==> config.mk <==
export PLATFORM = sky130hd
export DESIGN_NAME = radio_sleep_duty_cycle_controller
export DESIGN_NICKNAME = d
export VERILOG_FILES = /design/src/rtl/core/rsdc_pkg.sv /design/src/rtl/core/rsdc_csr.sv /design/src/rtl/core/rsdc_step.sv /design/src/rtl/core/radio_sleep_duty_cycle_controller.sv
export SDC_FILE = /design/constraint.sdc
export NUM_CORES = 1
export LEC_CHECK = 0
export BUFFER_PORTS_ARGS = -buffer_cell sky130_fd_sc_hd__buf_4
export CORE_UTILIZATION = 39
export CTS_CLUSTER_DIAMETER = 200
export CTS_CLUSTER_SIZE = 28
export DETAILED_ROUTE_END_ITERATION = 12
export PLACE_DENSITY = 0.56
export SLEW_MARGIN = 20
export SYNTH_ARGS = -nofsm -noshare
export SYNTH_HDL_FRONTEND = slang
export SYNTH_SLANG_ARGS = --single-unit
==> constraint.sdc <==
create_clock -name clock -period 4.5 [get_ports clock]
set_input_delay 1.35 -clock clock [delete_from_list [all_inputs] [get_ports clock]]
set_output_delay 1.35 -clock clock [all_outputs]
set_load 0.02 [all_outputs]
==> src/rtl/core/rsdc_pkg.sv <==
// ----------------------------------------------------------------------------
// rsdc_pkg: shared types and constants of the radio sleep controller
// Event kinds, mode codes, register indexes and the structs that travel
// between the register file, the step logic and the top level.
// ----------------------------------------------------------------------------
`default_nettype none

package rsdc_pkg;

   // radio hold reload in seconds
   localparam logic [3:0] RADIO_HOLD_SECONDS = 4'd10;

   // register file geometry
   localparam int CSR_INDEX_WIDTH = 3;
   localparam int CSR_DATA_WIDTH  = 17;

   // register indexes
   localparam logic [CSR_INDEX_WIDTH-1:0] CSR_SLEEPY_ENABLE  = 3'd0;
   localparam logic [CSR_INDEX_WIDTH-1:0] CSR_AWAKE_DURATION = 3'd1;
   localparam logic [CSR_INDEX_WIDTH-1:0] CSR_WAKE_INTERVAL  = 3'd2;
   localparam logic [CSR_INDEX_WIDTH-1:0] CSR_OP_CODE        = 3'd3;
   localparam logic [CSR_INDEX_WIDTH-1:0] CSR_OP_MASK        = 3'd4;

   // register reset values
   localparam logic [5:0]  AWAKE_DURATION_RESET = 6'd10;
   localparam logic [16:0] WAKE_INTERVAL_RESET  = 17'd30;
   localparam logic [7:0]  OP_CODE_RESET        = 8'd1;
   localparam logic [7:0]  OP_MASK_RESET        = 8'd1;

   // event kinds
   typedef enum logic [1:0] {
      FUNC_TICK      = 2'd0,
      FUNC_BUTTON    = 2'd1,
      FUNC_CONFIG    = 2'd2,
      FUNC_OPERATION = 2'd3
   } func_type;

   // controller modes
   typedef enum logic [1:0] {
      MODE_NORMAL = 2'd0,
      MODE_NOTIFY = 2'd1,
      MODE_SLEEPY = 2'd2
   } mode_type;

   // configuration registers
   typedef struct packed {
      logic        sleepy_enable;
      logic [5:0]  awake_duration;
      logic [16:0] wake_interval;
      logic [7:0]  op_code;
      logic [7:0]  op_mask;
   } cfg_type;

   // controller state
   typedef struct packed {
      mode_type    mode;
      logic [5:0]  duration_left;
      logic [16:0] interval_left;
      logic [3:0]  radio_hold_left;
      logic        alarm_level;
   } state_type;

   // one input word
   typedef struct packed {
      func_type func;
      logic     route_reachable;
      logic     probe_due;
   } item_type;

   // one result word
   typedef struct packed {
      logic radio_on;
      logic alarm_led;
      logic observer_alert;
      logic sleeping;
   } result_type;

endpackage

`default_nettype wire

==> src/rtl/core/rsdc_csr.sv <==
// ----------------------------------------------------------------------------
// rsdc_csr: configuration register file
// Holds the five controller settings and takes one write per cycle.
// ----------------------------------------------------------------------------
`default_nettype none

module rsdc_csr (
   input  wire logic                                  clock,
   input  wire logic                                  reset,
   input  wire logic                                  wr_en,
   input  wire logic [rsdc_pkg::CSR_INDEX_WIDTH-1:0]  wr_index,
   input  wire logic [rsdc_pkg::CSR_DATA_WIDTH-1:0]   wr_data,
   output rsdc_pkg::cfg_type                          cfg
);
   import rsdc_pkg::*;

   cfg_type cfg_ff;
   cfg_type cfg_in;

   // register write decode, unknown indexes are dropped
   always_comb begin
      cfg_in = cfg_ff;
      if (wr_en) begin
         case (wr_index)
            CSR_SLEEPY_ENABLE:  cfg_in.sleepy_enable  = wr_data[0];
            CSR_AWAKE_DURATION: cfg_in.awake_duration = wr_data[5:0];
            CSR_WAKE_INTERVAL:  cfg_in.wake_interval  = wr_data[16:0];
            CSR_OP_CODE:        cfg_in.op_code        = wr_data[7:0];
            CSR_OP_MASK:        cfg_in.op_mask        = wr_data[7:0];
            default:            cfg_in = cfg_ff;
         endcase
      end
   end

   // register storage
   always_ff @(posedge clock) begin
      if (reset) begin
         cfg_ff.sleepy_enable  <= 1'b0;
         cfg_ff.awake_duration <= AWAKE_DURATION_RESET;
         cfg_ff.wake_interval  <= WAKE_INTERVAL_RESET;
         cfg_ff.op_code        <= OP_CODE_RESET;
         cfg_ff.op_mask        <= OP_MASK_RESET;
      end else begin
         cfg_ff <= cfg_in;
      end
   end

   assign cfg = cfg_ff;

endmodule

`default_nettype wire

==> src/rtl/core/rsdc_step.sv <==
// ----------------------------------------------------------------------------
// rsdc_step: single-event step logic
// Ages the countdowns, applies the event, decides the radio hold and
// advances the notify / normal / sleepy cycle for one input word.
// ----------------------------------------------------------------------------
`default_nettype none

module rsdc_step (
   input  rsdc_pkg::cfg_type    cfg,
   input  rsdc_pkg::state_type  state,
   input  rsdc_pkg::item_type   item,
   output rsdc_pkg::state_type  state_next,
   output rsdc_pkg::result_type result
);
   import rsdc_pkg::*;

   logic [5:0]  dur_ev;
   logic [16:0] int_ev;
   logic [3:0]  hold_ev;
   logic        alarm_ev;
   mode_type    mode_ev;
   logic        must_on;
   logic        notify;
   mode_type    mode_mid;
   mode_type    mode_nxt;
   logic [5:0]  dur_nxt;
   logic [16:0] int_nxt;

   // countdown aging and event action
   always_comb begin
      dur_ev   = state.duration_left;
      int_ev   = state.interval_left;
      hold_ev  = state.radio_hold_left;
      alarm_ev = state.alarm_level;
      mode_ev  = state.mode;
      case (item.func)
         FUNC_TICK: begin
            if (state.duration_left != 6'd0)   dur_ev  = state.duration_left - 6'd1;
            if (state.interval_left != 17'd0)  int_ev  = state.interval_left - 17'd1;
            if (state.radio_hold_left != 4'd0) hold_ev = state.radio_hold_left - 4'd1;
         end
         FUNC_BUTTON: begin
            mode_ev  = MODE_NOTIFY;
            dur_ev   = cfg.awake_duration;
            int_ev   = cfg.wake_interval;
            alarm_ev = 1'b0;
         end
         FUNC_CONFIG: begin
            dur_ev = cfg.awake_duration;
            int_ev = cfg.wake_interval;
         end
         FUNC_OPERATION: begin
            alarm_ev = |(cfg.op_code & cfg.op_mask);
         end
         default: begin
            mode_ev = state.mode;
         end
      endcase
   end

   // radio hold: a running hold keeps the radio on, else the network flags decide
   assign must_on = (hold_ev != 4'd0) || item.probe_due || !item.route_reachable;

   // a notify step reports once and drops to normal
   assign notify   = (mode_ev == MODE_NOTIFY);
   assign mode_mid = notify ? MODE_NORMAL : mode_ev;

   // next mode and countdown reloads
   always_comb begin
      mode_nxt = mode_mid;
      dur_nxt  = dur_ev;
      int_nxt  = int_ev;
      case (mode_mid)
         MODE_SLEEPY: begin
            if (int_ev == 17'd0) begin
               mode_nxt = MODE_NOTIFY;
               dur_nxt  = cfg.awake_duration;
               int_nxt  = cfg.wake_interval;
            end
         end
         default: begin
            mode_nxt = MODE_NORMAL;
            if (dur_ev == 6'd0) begin
               dur_nxt = cfg.awake_duration;
               if (cfg.sleepy_enable) mode_nxt = MODE_SLEEPY;
            end
         end
      endcase
   end

   // next state
   always_comb begin
      state_next.mode            = mode_nxt;
      state_next.duration_left   = dur_nxt;
      state_next.interval_left   = int_nxt;
      state_next.radio_hold_left = (hold_ev == 4'd0 && must_on) ? RADIO_HOLD_SECONDS
                                                                 : hold_ev;
      state_next.alarm_level     = alarm_ev;
   end

   // result word
   always_comb begin
      result.radio_on       = must_on || (mode_nxt != MODE_SLEEPY);
      result.alarm_led      = alarm_ev;
      result.observer_alert = notify;
      result.sleeping       = (mode_nxt == MODE_SLEEPY);
   end

endmodule

`default_nettype wire

==> src/rtl/core/radio_sleep_duty_cycle_controller.sv <==
// ----------------------------------------------------------------------------
// radio_sleep_duty_cycle_controller: duty-cycled radio sleep controller
// Event driven controller for the radio hold, the wake cycle and the alarm LED.
//
// Usage:
//   req_ channel: one event word per handshake, tuser carries the event kind
//   (tick, button, config applied, operation applied), tdata the two network
//   flags. rsp_ channel: exactly one result word per event, in order.
//   csr_ channel: register writes, always ready, effective the next cycle;
//   write only while no event is in flight.
//   The word is captured in the input register when accepted and goes through
//   the step logic into the result register, which drives rsp_tvalid; a
//   stalled receiver can delay that step.
//   Throughput is one event per cycle while the receiver keeps rsp_tready
//   high; the state update sits between the input and result registers.
//   When the receiver stalls, the result register holds its word and the
//   input register can still take one more event; after that req_tready
//   drops until rsp_tready returns.
//   Reset (synchronous, active high) empties both registers, restores the
//   register reset values and puts the controller in the notify mode with
//   full countdowns, no radio hold and the alarm LED off.
// ----------------------------------------------------------------------------
`default_nettype none

module radio_sleep_duty_cycle_controller (
   input  wire logic                                  clock,
   input  wire logic                                  reset,
   // event channel
   input  wire logic                                  req_tvalid,
   output logic                                       req_tready,
   input  wire logic [7:0]                            req_tdata,  // [0] route_reachable, [1] probe_due
   input  wire logic [1:0]                            req_tuser,  // [1:0] func
   // result channel
   output logic                                       rsp_tvalid,
   input  wire logic                                  rsp_tready,
   output logic [7:0]                                 rsp_tdata,  // [0] radio_on, [1] alarm_led,
                                                                  // [2] observer_alert, [3] sleeping
   // register write channel
   input  wire logic                                  csr_valid,
   output logic                                       csr_ready,
   input  wire logic [rsdc_pkg::CSR_INDEX_WIDTH-1:0]  csr_index,
   input  wire logic [rsdc_pkg::CSR_DATA_WIDTH-1:0]   csr_wdata
);
   import rsdc_pkg::*;

   cfg_type    cfg;
   item_type   req_ff;
   logic       req_valid_ff;
   logic       req_valid_in;
   state_type  state_ff;
   state_type  state_next;
   result_type step_result;
   result_type rsp_ff;
   logic       rsp_valid_ff;
   logic       rsp_valid_in;
   logic       rsp_free;
   logic       step_en;

   // register file
   assign csr_ready = 1'b1;

   rsdc_csr u_csr (
      .clock    (clock),
      .reset    (reset),
      .wr_en    (csr_valid),
      .wr_index (csr_index),
      .wr_data  (csr_wdata),
      .cfg      (cfg)
   );

   // handshake control
   assign rsp_free     = !rsp_valid_ff || rsp_tready;
   assign step_en      = req_valid_ff && rsp_free;
   assign req_tready   = !req_valid_ff || rsp_free;
   assign req_valid_in = (req_tvalid && req_tready) || (req_valid_ff && !rsp_free);
   assign rsp_valid_in = step_en || (rsp_valid_ff && !rsp_tready);

   // step logic
   rsdc_step u_step (
      .cfg        (cfg),
      .state      (state_ff),
      .item       (req_ff),
      .state_next (state_next),
      .result     (step_result)
   );

   // input register
   always_ff @(posedge clock) begin
      if (req_tvalid && req_tready) begin
         req_ff.func            <= func_type'(req_tuser);
         req_ff.route_reachable <= req_tdata[0];
         req_ff.probe_due       <= req_tdata[1];
      end
   end

   // result register
   always_ff @(posedge clock) begin
      if (step_en) begin
         rsp_ff <= step_result;
      end
   end

   // valid flags and controller state
   always_ff @(posedge clock) begin
      if (reset) begin
         req_valid_ff             <= 1'b0;
         rsp_valid_ff             <= 1'b0;
         state_ff.mode            <= MODE_NOTIFY;
         state_ff.duration_left   <= AWAKE_DURATION_RESET;
         state_ff.interval_left   <= WAKE_INTERVAL_RESET;
         state_ff.radio_hold_left <= 4'd0;
         state_ff.alarm_level     <= 1'b0;
      end else begin
         req_valid_ff <= req_valid_in;
         rsp_valid_ff <= rsp_valid_in;
         if (step_en) begin
            state_ff <= state_next;
         end
      end
   end

   // result port
   assign rsp_tvalid = rsp_valid_ff;
   assign rsp_tdata  = {4'b0000, rsp_ff.sleeping, rsp_ff.observer_alert,
                        rsp_ff.alarm_led, rsp_ff.radio_on};

endmodule

`default_nettype wire

==> After elaboration in Yosys (flattened, before gate mapping) <==
Cells that the tools add are included.
{ "totals": {"input_bits": 35, "word_cells": 86, "reg_bits": 80} }
{ "classes": {"eq_ne": 11, "addsub": 3, "reduce_logical": 33, "muxes": 19, "bitwise_logic": 1} }
{ "op_table": {"columns": ["operator", "count"], "rows": [
  ["17-bit 2-to-1 mux", 3],
  ["17-bit one-hot mux with 2 select lines", 1],
  ["6-bit 2-to-1 mux", 4],
  ["17-bit logical NOT", 1],
  ["17-bit nonzero test", 1],
  ["17-bit by 1-bit subtractor with 17-bit output (second input constant)", 1],
  ["2-bit 2-to-1 mux", 6],
  ["4-bit 2-to-1 mux", 3],
  ["6-bit one-hot mux with 2 select lines", 1],
  ["2-bit AND reduction", 5],
  ["8-bit bitwise AND", 1],
  ["2-bit equality test (second input constant)", 4],
  ["4-bit nonzero test", 2],
  ["8-bit OR reduction", 1],
  ["1-bit logical OR", 7],
  ["3-bit by 2-bit equality test with 1-bit output (second input constant)", 2],
  ["6-bit logical NOT", 1],
  ["6-bit nonzero test", 1],
  ["6-bit by 1-bit subtractor with 6-bit output (second input constant)", 1],
  ["1-bit logical AND", 5],
  ["1-bit logical NOT", 5],
  ["2-bit by 1-bit equality test with 1-bit output (second input constant)", 2],
  ["4-bit logical NOT", 1],
  ["4-bit by 1-bit subtractor with 4-bit output (second input constant)", 1],
  ["7 further kinds", 7]
]} }

==> Logic depth before layout (Yosys ltp) <==
Gate-level depths: netlist (run 1).
{ "logic_depth": {"word_depth": 8, "depth_mapped": 15, "depth_no_buf": 11} }

==> By module <==
From an unflattened synthesis (run 1), not the netlist that was laid out.
{ "hier_totals": {"cells_unflattened": 578, "hier_area_um2": 5129.9} }
{ "by_module_without_submodules": {"columns": ["mod", "cells_per_inst", "area_per_inst_um2", "instances"], "rows": [
  ["rsdc_step", 263, 1725.4, 1],
  ["radio_sleep_duty_cycle_controller", 156, 1712.9, 1],
  ["rsdc_csr", 159, 1691.6, 1]
]} }

==> Worst setup path after synthesis (run 1) <==
Ideal clock, no wire load.
{ "synth_timing": {"path_kind": "flip-flop to flip-flop", "from": "register state_ff[5] (netlist bit)", "to": "register state_ff[23] (netlist bit)", "path_buffers": 2, "slack_ns": 1.437, "stages_incl_launch_ff": 14, "required_time_ns": 4.378, "arrival_ns": 2.941, "cell_sequence": "dfxtp_1 > inv_1 > ha_1 > or3b_2 > buf_2 > o311ai_2 > o311ai_1 > a2111oi_2 > nand4_1 > or3_1 > buf_2 > nor2_8 > o31ai_1 > a311o_1"} }
{ "synth_via": {"elab_chain_len": 6} }
{ "synth_rtl": {"columns": ["item", "line", "rtl"], "rows": [
  ["from (decl)", "radio_sleep_duty_cycle_controller.sv:50", "state_type state_ff;"],
  ["from (signal assigned)", "radio_sleep_duty_cycle_controller.sv:117", "state_ff <= state_next;"],
  ["17-bit by 1-bit subtractor with 17-bit output or 17-bit nonzero test (tied branches)", "rsdc_step.sv:39", "if (state.interval_left != 17'd0) int_ev = state.interval_left - 17'd1;"],
  ["17-bit 2-to-1 mux", "rsdc_step.sv:39", null],
  ["17-bit one-hot mux with 2 select lines *", "rsdc_step.sv:36", "case (item.func)"],
  ["17-bit logical NOT *", "rsdc_step.sv:75", "if (int_ev == 17'd0) begin"],
  ["6-bit 2-to-1 mux *", "rsdc_step.sv:75", null],
  ["6-bit 2-to-1 mux *", "rsdc_step.sv:73", "case (mode_mid)"]
]} }
Every way passes the cells marked *; elsewhere a longest branch is shown, timed or not.
A chain may end at the register's enable or synchronous reset.

==> Worst setup path after layout (run 1) <==
Ends and elaborated chain as after synthesis.

==> results of run 1 <==
[area by class of cell]
type | count | area [sq um]
Clock buffer | 12 | 246.5
Clock inverter | 4 | 28.78
Fill cell | 1106 | 5963
Inverter | 13 | 48.80
Multi-Input combinational cell | 424 | 2484
Sequential cell | 80 | 1682
Tap cell | 140 | 175.2
Timing Repair Buffer | 41 | 307.8
[cells in the mapped netlist (2+ instances only)]
library cell,instances
nand2_1,105
dfxtp_1,72
a21oi_1,51
nor2_1,44
clkbuf_1,27
nor3_1,27
o21ai_0,22
nand3_1,13
nor4_1,13
a211oi_1,12
inv_1,11
edfxtp_1,8
ha_1,8
mux2i_1,7
nand3b_1,7
nand4_1,7
nor2b_1,7
a311oi_1,6
a31oi_1,6
buf_4,6
o21a_1,6
a211o_1,5
a22oi_1,5
buf_6,5
nand2b_1,5
or4_1,5
a311o_1,4
buf_2,4
a32oi_1,3
and3_1,3
o31ai_1,3
or3_1,3
or4_4,3
a21o_1,2
a221oi_1,2
and2_1,2
buf_1,2
conb_1,2
nor4_4,2
o211ai_1,2
o22ai_1,2
o311a_1,2
o311ai_0,2
or2_2,2
[cell usage in the layout, fill, tap and decap left out, types with 6 or more instances in the layout]
cell	count
a211oi_1	12
a21oi_1	51
a311oi_1	6
a31oi_1	6
buf_4	41
clkbuf_16	9
dfxtp_1	72
edfxtp_1	8
ha_1	8
inv_1	11
mux2i_1	7
nand2_1	105
nand3_1	13
nand3b_1	7
nand4_1	7
nor2_1	43
nor2b_1	7
nor3_1	27
nor4_1	13
o21a_1	6
o21ai_0	22
[registers in the layout, indices dropped and copies added (netlist names)]
name,flops
u_csr.cfg,40
rsp_tdata,4
state_ff,30
rsp_tvalid,1
req_valid_ff,1
req_ff,4
[per-layer routing]
metal	vias up	routed length, microns	part of all wire
li1	2046	-	-
met1	1909	5722	0.48
met2	132	5412	0.46
met3	11	562	0.047
met4	0	163	0.014
met5	-	0	0
[worst paths after layout]
kind | startpoint | to | depth (start not counted)
min | u_csr.cfg[12]$_SDFFE_PP0P_ | u_csr.cfg[12]$_SDFFE_PP0P_ | 2
max | state_ff[5]$_SDFFE_PP0P_ | state_ff[23]$_SDFFE_PP1P_ | 11
min reg2reg | u_csr.cfg[12]$_SDFFE_PP0P_ | u_csr.cfg[12]$_SDFFE_PP0P_ | 2
max reg2reg | state_ff[5]$_SDFFE_PP0P_ | state_ff[23]$_SDFFE_PP1P_ | 11
[per-stage QoR]
step / setup slack [ns] / instance area (sq um) / hold WS, ns / cells / util
2_1_floorplan: 1.437 / 4442 / 0.4360 / 561 / -
3_3_place_gp: 0.8310 / 4695 / 0.4427 / 698 / 0.4293
3_5_place_dp: 0.8324 / 4695 / 0.4468 / 698 / 0.4293
4_1_cts: 0.8071 / 4970 / 0.4554 / 714 / 0.4545
5_1_grt: 0.5024 / 4972 / 0.4757 / 714 / 0.4547
6_report: 0.7921 / 4972 / 0.4542 / 714 / 0.4547
[worst register-to-register path: stages, from the launching register on]
cell and delay, ns:
dfxtp_1 0.36, inv_1 0.13, ha_1 0.17, or4b_1 0.55, nor3_1 0.33, o311ai_1 0.19
a2111oi_2 0.35, nand4_1 0.21, or3_1 0.53, nor2_8 0.33, o31ai_1 0.11, a311o_1 0.32
[logic make-up (layout without fill, tap and decap cells)]
| family | after synthesis | after routing | share of synthesized area |
|---|---|---|---|
| flip-flops | 80 | 80 | 0.3796 |
| buffers and inverters | 57 | 70 | 0.06297 |
| other | 2 | 5 | 0.001695 |
| AO/OA/AOI/OAI | 144 | 144 | 0.2194 |
| adder cells (fa/ha/maj) | 8 | 8 | 0.02259 |
| XOR/XNOR | 1 | 1 | 0.001977 |
| multiplexers | 7 | 7 | 0.01582 |
| AND/OR/NAND/NOR | 259 | 259 | 0.2960 |
[power groups by stage]
stage	Combinational, mW	Sequential [mW]	Clock (mW)
floorplan	0.184	0.788	0
global placement	0.242	0.801	0
detailed placement	0.244	0.802	0
CTS	0.245	0.786	0.705
global route	0.272	0.792	0.734
finish	0.246	0.787	0.690
==> results_dict.tcl, run 1 <==
set metrics [dict create \
    critical-path-top-delay-family "simple AND/OR/NAND/NOR gates" \
    synth_edf_count 8 \
    synth.avg_cell_area_sq_um 7.940 \
    clockBufferDepth 2 \
    finalCritPeriodShare 0.8240 \
    cellLeakagePower_nw 1.768 \
    nNetsFinal 612 \
    drc 0 \
    synthesis.area_sq_um 4430 \
    worstSetupEndpointType "register" \
    die_h_microns 108.6 \
    swShare 0.2811 \
    slew-limit-headroom 0.4913 \
    num_rows 38 \
    drv_cap 0 \
    cts_setup_buffers 0 \
    post_drt_wl_per_cell_microns 16.61 \
    grt_pass1_wl_microns 19360 \
    track_usage 0.2159 \
    grt_setup_unrepaired "no" \
    startpoint_type "register" \
    final_max_slew_viol_count 0 \
    grt_busiest_layer "met2" \
    ir_worst_vdd_mv 0.1614 \
    total_power_mw 1.723 \
    finClkSkew_ns 0.005692 \
    cpPeakStageDelay_ns 0.55 \
    crit_type "register to register" \
    setup_viol 0 \
    root_buffer "clkbuf_16" \
    hold_violations 0 \
    vias_per_cell 5.739 \
    grt_pass1_vias 3681 \
    hpwl_microns 8150 \
    area_growth_syn_to_layout_pct 12.23 \
    via_count 4098 \
    drt_pass1_iterations 5 \
    yosysTopAreaCell "dfxtp_1" \
    synth_ff_type "dfxtp_1" \
    antenna_found_initial 0 \
    gp_congestion 0.9529 \
    initial_utilization 0.4051 \
    power_frac_clock 0.400 \
    coreArea_sq_um 10940 \
    gr-usage-met2 0.3264 \
    cts_tree "built" \
    drive_gt1_frac 0.1272 \
    wl_microns 11860 \
    cts.sinks 80 \
    cp_slowest_cell "or4b_1" \
    finalSetupTns_ns 0 \
    critPathMaxFanout 19 \
    max_freq_mhz 269.7 \
    power_density_nw_per_um2 346.5 \
    syn_inst 558 \
    max_slew.worst_pin.slew_ns 0.7630 \
    synth_top_area_frac 0.3253 \
    yosysWarnings 0 \
    crit_buf_inv 1 \
    path_clk_slew_ns 0.06 \
    cp.required_ns 4.73 \
    htreeDepth 3 \
    hp-class "register to register" \
    path_cells "inv_1 > ha_1 > or4b_1 > nor3_1 > o311ai_1 > a2111oi_2 > nand4_1 > or3_1 > nor2_8 > o31ai_1 > a311o_1" \
    n_antenna_cell 0 \
    postCtsHoldBufs 0 \
    clkLatencyLatePin_ns 0.34 \
    use_met1 0.3020 \
    power_switching_mw 0.4843 \
    cts_resized 0 \
    seqPwrFrac 0.457 \
    status "completed" \
    r2r_slack_ns 0.79 \
    die_w_microns 108.6 \
    overflow 0 \
    fin_crit_ns 3.708 \
    cts_buffers 9 \
    ys_seq_area_frac 0.3796 \
    synthTopCellsByArea "dfxtp_1 (33%), nand2_1 (8.9%), a21oi_1 (5.8%)" \
    combPwrFrac 0.143 \
    synthDistinctLibCells 67 \
    async_flop_share 0 \
    portBuffers 34 \
    die-area_sq_um 11790 \
    arrival_ns 3.94 \
    grt_max_degree 74 \
    boundaryPins 46 \
    ant_nets 0 \
    grt_util_met3 0.03797 \
    ys_ff_latch 80 \
    drt_iter0_markers 275 \
    p_int_mw 1.239 \
]
Power figures use the tool's default switching activity.
==> run 2, diff against run 1 <==
--- a/config.mk
+++ b/config.mk
@@ -5,12 +5,13 @@
 export SDC_FILE = /design/constraint.sdc
 export NUM_CORES = 1
 export LEC_CHECK = 0
+export ABC_AREA = 1
 export BUFFER_PORTS_ARGS = -buffer_cell sky130_fd_sc_hd__buf_4
 export CORE_UTILIZATION = 39
 export CTS_CLUSTER_DIAMETER = 200
 export CTS_CLUSTER_SIZE = 28
 export DETAILED_ROUTE_END_ITERATION = 12
-export PLACE_DENSITY = 0.56
+export PLACE_DENSITY = 0.55
 export SLEW_MARGIN = 20
 export SYNTH_ARGS = -nofsm -noshare
 export SYNTH_HDL_FRONTEND = slang
==> constraint.sdc (replaced) <==
create_clock -name clock -period 3.9 [get_ports clock]
set_input_delay 1.17 -clock clock [delete_from_list [all_inputs] [get_ports clock]]
set_output_delay 1.17 -clock clock [all_outputs]
set_load 0.02 [all_outputs]
==> results_dict.tcl, run 2 <==
set metrics [dict create \
    drive_gt1_frac 0.09702 \
    clkLatencyLatePin_ns 0.35 \
    ys_seq_area_frac 0.3556 \
    overflow 0 \
    max_freq_mhz 331.0 \
    status "complete, but fails checks" \
    die-area_sq_um 12570 \
    startpoint_type "register" \
    fin_cells 916 \
    worstSetupEndpointType "register" \
    wl_microns 13230 \
    grt_setup_unrepaired "no" \
    path_clk_slew_ns 0.06 \
    critPathMaxFanout 17 \
    synth_ff_type "dfxtp_1" \
    power_frac_clock 0.381 \
    drc 2 \
    hpwl_microns 9082 \
    placed_area_sq_um 5086 \
    die_w_microns 112.1 \
    initial_utilization 0.4072 \
    cts.sinks 80 \
    cellLeakagePower_nw 2.485 \
    largest_register_ffs 40 \
    r2r_cells 10 \
    yosysMostFrequentCell "nand2_1" \
    htreeDepth 3 \
    power_switching_mw 0.6121 \
    hp-class "register to register" \
    via_count 4768 \
    post_drt_wl_per_cell_microns 14.44 \
    whs_path_depth 2 \
    power_density_nw_per_um2 379.8 \
    final_util 0.4605 \
    area_growth_syn_to_layout_pct 13.07 \
    synth_edf_count 8 \
    crit_type "register to register" \
    die_h_microns 112.1 \
    cts_tree "built" \
    p_int_mw 1.419 \
    coreArea_sq_um 11610 \
    ant_nets 0 \
    ys_ff_latch 80 \
    yosysWarnings 0 \
    synthesis.area_sq_um 4730 \
    hold_slack_ns 0.4613 \
    setup_ws_ns 0.8786 \
    synthDistinctLibCells 41 \
    final_max_slew_viol_count 0 \
    combPwrFrac 0.171 \
    boundaryPins 46 \
    grt_pass1_vias 4392 \
    fin_crit_ns 3.021 \
    yosysTopAreaCell "dfxtp_1" \
    stdcell_area_sq_um 5348 \
    grt_pass1_wl_microns 22060 \
    ir_worst_vdd_mv 0.1719 \
    track_usage 0.2235 \
    setup_viol 0 \
    placed_cells 901 \
    postCtsHoldBufs 0 \
    total_power_mw 2.031 \
    cts_setup_buffers 0 \
    root_buffer "clkbuf_16" \
    holdPathEnd "u_csr.cfg[0]$_SDFFE_PP1P_" \
    drt_pass1_iterations 9 \
    drv_cap 0 \
    synth_top_area_frac 0.3048 \
    antenna_found_initial 0 \
    num_rows 39 \
    gp_congestion 0.8313 \
    max_slew.worst_pin.slew_ns 0.8991 \
    synth.avg_cell_area_sq_um 6.357 \
    layout_commonest_cell "nand2_1" \
    seqPwrFrac 0.448 \
    n_antenna_cell 0 \
    cp.required_ns 3.99 \
    slew-limit-headroom 0.4006 \
    mostFrequentLayoutCells "nand2_1 (196), nor2_1 (98), inv_1 (76)" \
    violations "DRC" \
    hp-start "u_csr.cfg[0]$_SDFFE_PP1P_" \
    finalSetupTns_ns 0 \
    async_flop_share 0 \
    portBuffers 34 \
    detailedPlace.worstSlack_ns 0.8943 \
    cts_resized 0 \
    synth_common_cells "nand2_1 (196), nor2_1 (98), inv_1 (76)" \
    grt_max_degree 51 \
    r2r_slack_ns 0.88 \
    arrival_ns 3.11 \
    finalCritPeriodShare 0.7747 \
    rr_startpoint "req_ff[2]$_DFFE_PP_" \
    clockBufferDepth 2 \
    vias_per_cell 5.205 \
    drt_iter0_markers 326 \
    regToRegEndpoint "rsp_tdata[0]$_DFFE_PP_" \
    cts_buffers 9 \
    syn_inst 744 \
    hold_violations 0 \
    synthTopCellsByArea "dfxtp_1 (30%), nand2_1 (16%), nor2_1 (7.8%)" \
    finClkSkew_ns 0.005627 \
    nNetsFinal 812 \
    swShare 0.3014 \
]
==> run 2: cells by family after synthesis <==
logic type | synth area share
and+or+nand+nor | 0.3365
buffers and inverters | 0.09973
AOI/OAI and AO/OA | 0.1743
adders and majority gates | 0.02116
DFF | 0.3556
other | 0.001588
xor gates and xnor gates | 0.01111
==> run 2: critical path, stage by stage (launching register included) <==
cell	delay, ns
edfxtp_1	0.42
ha_1	0.23
inv_1	0.45
o21ai_0	0.27
a22oi_1	0.35
nand2_1	0.10
nor2_1	0.36
and3_1	0.26
o21ai_0	0.14
inv_1	0.12
nand3_1	0.07
==> run 2: area by class of cell <==
class | count | area (sq um)
clock buffer | 9 | 225.2
clock inverter | 6 | 36.28
fill | 1236 | 6266
inverter | 82 | 307.8
multi-input combinational | 552 | 2587
sequential | 80 | 1682
tap | 143 | 178.9
timing repair buffer | 44 | 330.3
==> run 2: metal layers <==
metal,GRT usage,wire (microns),part of all wire
met1,0.2964,6271,0.47
met2,0.3636,6109,0.46
met3,0.03456,625,0.047
met4,0.09244,220,0.017
met5,0,0,0
==> run 2: worst max-delay path by stage <==
| stage | startpoint | endpoint |
|---|---|---|
| final | req_ff[2]$_DFFE_PP_ | rsp_tdata[0]$_DFFE_PP_ |
| after detailed placement | csr_index[2] | u_csr.cfg[30]$_SDFFE_PP0P_ |
| after floorplan | rsp_tready | req_tready |
| after global routing | state_ff[5]$_SDFFE_PP0P_ | state_ff[24]$_SDFFE_PP0P_ |
| after CTS | req_ff[2]$_DFFE_PP_ | rsp_tdata[0]$_DFFE_PP_ |
| after global placement | csr_index[2] | u_csr.cfg[30]$_SDFFE_PP0P_ |
==> run 2: power groups by stage <==
stage	clock network [mW]	registers, mW	logic [mW]
floorplan	0	0.918	0.250
global placement	0	0.926	0.339
detailed placement	0	0.927	0.345
CTS	0.794	0.909	0.348
global route	0.834	0.916	0.395
finish	0.774	0.910	0.348
==> run 3, diff against run 2 <==
==> constraint.sdc (replaced) <==
create_clock -name clock -period 2.91 [get_ports clock]
set_input_delay 0.873 -clock clock [delete_from_list [all_inputs] [get_ports clock]]
set_output_delay 0.873 -clock clock [all_outputs]
set_load 0.02 [all_outputs]
==> results_dict.tcl, run 3 (same netlist as run 2, synthesis figures left out) <==
set metrics [dict create \
    finClkSkew_ns 0.007545 \
    violations "DRC" \
    cellLeakagePower_nw 2.533 \
    grt_max_degree 51 \
    coreArea_sq_um 11610 \
    ant_nets 0 \
    nNetsFinal 820 \
    drive_gt1_frac 0.1125 \
    antenna_found_initial 0 \
    detailroute.wirelength.met2_microns 5702 \
    clockBufferDepth 2 \
    area_growth_syn_to_layout_pct 15.29 \
    cts.sinks 80 \
    grt_pass1_wl_microns 21680 \
    clkLatencyLatePin_ns 0.35 \
    final_max_slew_viol_count 0 \
    highest_layer "met4" \
    grt_setup_unrepaired "no" \
    die-area_sq_um 12570 \
    hold_violations 0 \
    crit_start "state_ff[5]$_SDFFE_PP0P_" \
    initial_utilization 0.4072 \
    drc 2 \
    rr_startpoint "state_ff[5]$_SDFFE_PP0P_" \
    path_clk_slew_ns 0.07 \
    overflow 0 \
    status "complete, but fails checks" \
    drt_pass1_iterations 9 \
    fin_crit_ns 2.594 \
    setup_viol 0 \
    power_density_nw_per_um2 515.6 \
    finalCritPeriodShare 0.8915 \
    grt_pass1_vias 4428 \
    arrival_ns 2.88 \
    root_buffer "clkbuf_16" \
    hp-start "u_csr.cfg[0]$_SDFFE_PP1P_" \
    hpwl_microns 9226 \
    via_count 4766 \
    startpoint_type "register" \
    drv_cap 0 \
    mostFrequentLayoutCells "nand2_1 (195), nor2_1 (96), inv_1 (76)" \
    gp_congestion 0.8513 \
    die_w_microns 112.1 \
    portBuffers 34 \
    cts_tree "built" \
    worstSetupEndpointType "register" \
    track_usage 0.2188 \
    n_antenna_cell 0 \
    placed_cells 909 \
    post_drt_wl_per_cell_microns 14.01 \
    htreeDepth 3 \
    vias_per_cell 5.152 \
    cts_setup_buffers 0 \
    boundaryPins 46 \
    layout_commonest_cell "nand2_1" \
    max_slew.worst_pin.slew_ns 0.5115 \
    largest_register_ffs 40 \
    fin_cells 925 \
    finalSetupTns_ns 0 \
    ir_worst_vdd_mv 0.3373 \
    die_h_microns 112.1 \
    num_rows 39 \
    hp-class "register to register" \
    drt_iter0_markers 266 \
    wl_met1_microns 6306 \
    max_freq_mhz 385.5 \
    critPathMaxFanout 16 \
    crit_type "register to register" \
    wl_met3_microns 700 \
    cp.required_ns 3.19 \
    cts_buffers 9 \
    slew-limit-headroom 0.6590 \
    wl_microns 12960 \
]
[run 3: cell types whose count changed in the layout (fill, tap and decap cells not counted), moves of 2 or more]
cell	before	now
nor2_1	98	96
clkinv_2	3	0
nor2_2	4	6
inv_6	0	3
buf_4	44	52
[run 3: metal layers]
layer	vias to the layer above	global-route usage
met5	-	0
met4	0	0.08444
met3	21	0.03402
met2	110	0.3511
met1	2169	0.2960
li1	2466	-
[run 3: critical path, stage by stage, from the launching register on]
cell     delay, ns
dfxtp_1       0.34
inv_2         0.13
ha_1          0.18
nand2_1       0.07
nor2_2        0.18
nand3_4       0.21
nand3_1       0.16
nand2_1       0.05
o21ai_0       0.13
nand2_1       0.12
inv_1         0.06
nand2_1       0.05
nor2_1        0.21
nand3_2       0.14
buf_4         0.22
nand2_1       0.08
nand3_1       0.06
a21oi_1       0.14
[run 3: timing repair]
item                                    4_1_cts  5_1_grt
hold buffers                                  0        0
endpoints found under the hold margin         0        0
endpoints found under the setup margin        0       12
gates resized for setup                       0        5
[run 3: worst paths after layout]
| kind | to | slack, ns | cells past startpoint |
|---|---|---|---|
| worst min-delay path | u_csr.cfg[0]$_SDFFE_PP1P_ | 0.46 | 2 |
| worst min register to register | u_csr.cfg[0]$_SDFFE_PP1P_ | 0.46 | 2 |
| worst max-delay path | state_ff[11]$_SDFFE_PP0P_ | 0.32 | 17 |
| worst max register to register | state_ff[11]$_SDFFE_PP0P_ | 0.32 | 17 |
[run 3: power by group]
group	leakage, nW	total [mW]	internal (mW)	switching, mW
registers	0.661	1.22	1.17	0.0497
logic	1.74	0.475	0.173	0.302
clock network	0.136	1.12	0.612	0.507
[run 3: final cells by class]
cell class,count,area [sq um]
clock buffers,10,239.0
repair buffers,52,390.4
flip-flops and latches,80,1682
inverters,82,307.8
clock inverters,6,50.05
multi-input cells,552,2605
fillers,1226,6161
well taps,143,178.9
[run 3: through the flow]
step | worst slack, ns | utilization | instance area, sq um | hold WS [ns] | power, mW
global route | 0.05276 | 0.4695 | 5453 | 0.4892 | 2.959
CTS | 0.1880 | 0.4680 | 5435 | 0.4670 | 2.834
global placement | 0.2270 | 0.4431 | 5146 | 0.4440 | 1.703
floorplan | 0.6538 | - | 4741 | 0.4293 | 1.566
detailed placement | 0.2009 | 0.4431 | 5146 | 0.4517 | 1.711
finish | 0.3157 | 0.4695 | 5453 | 0.4620 | 2.812
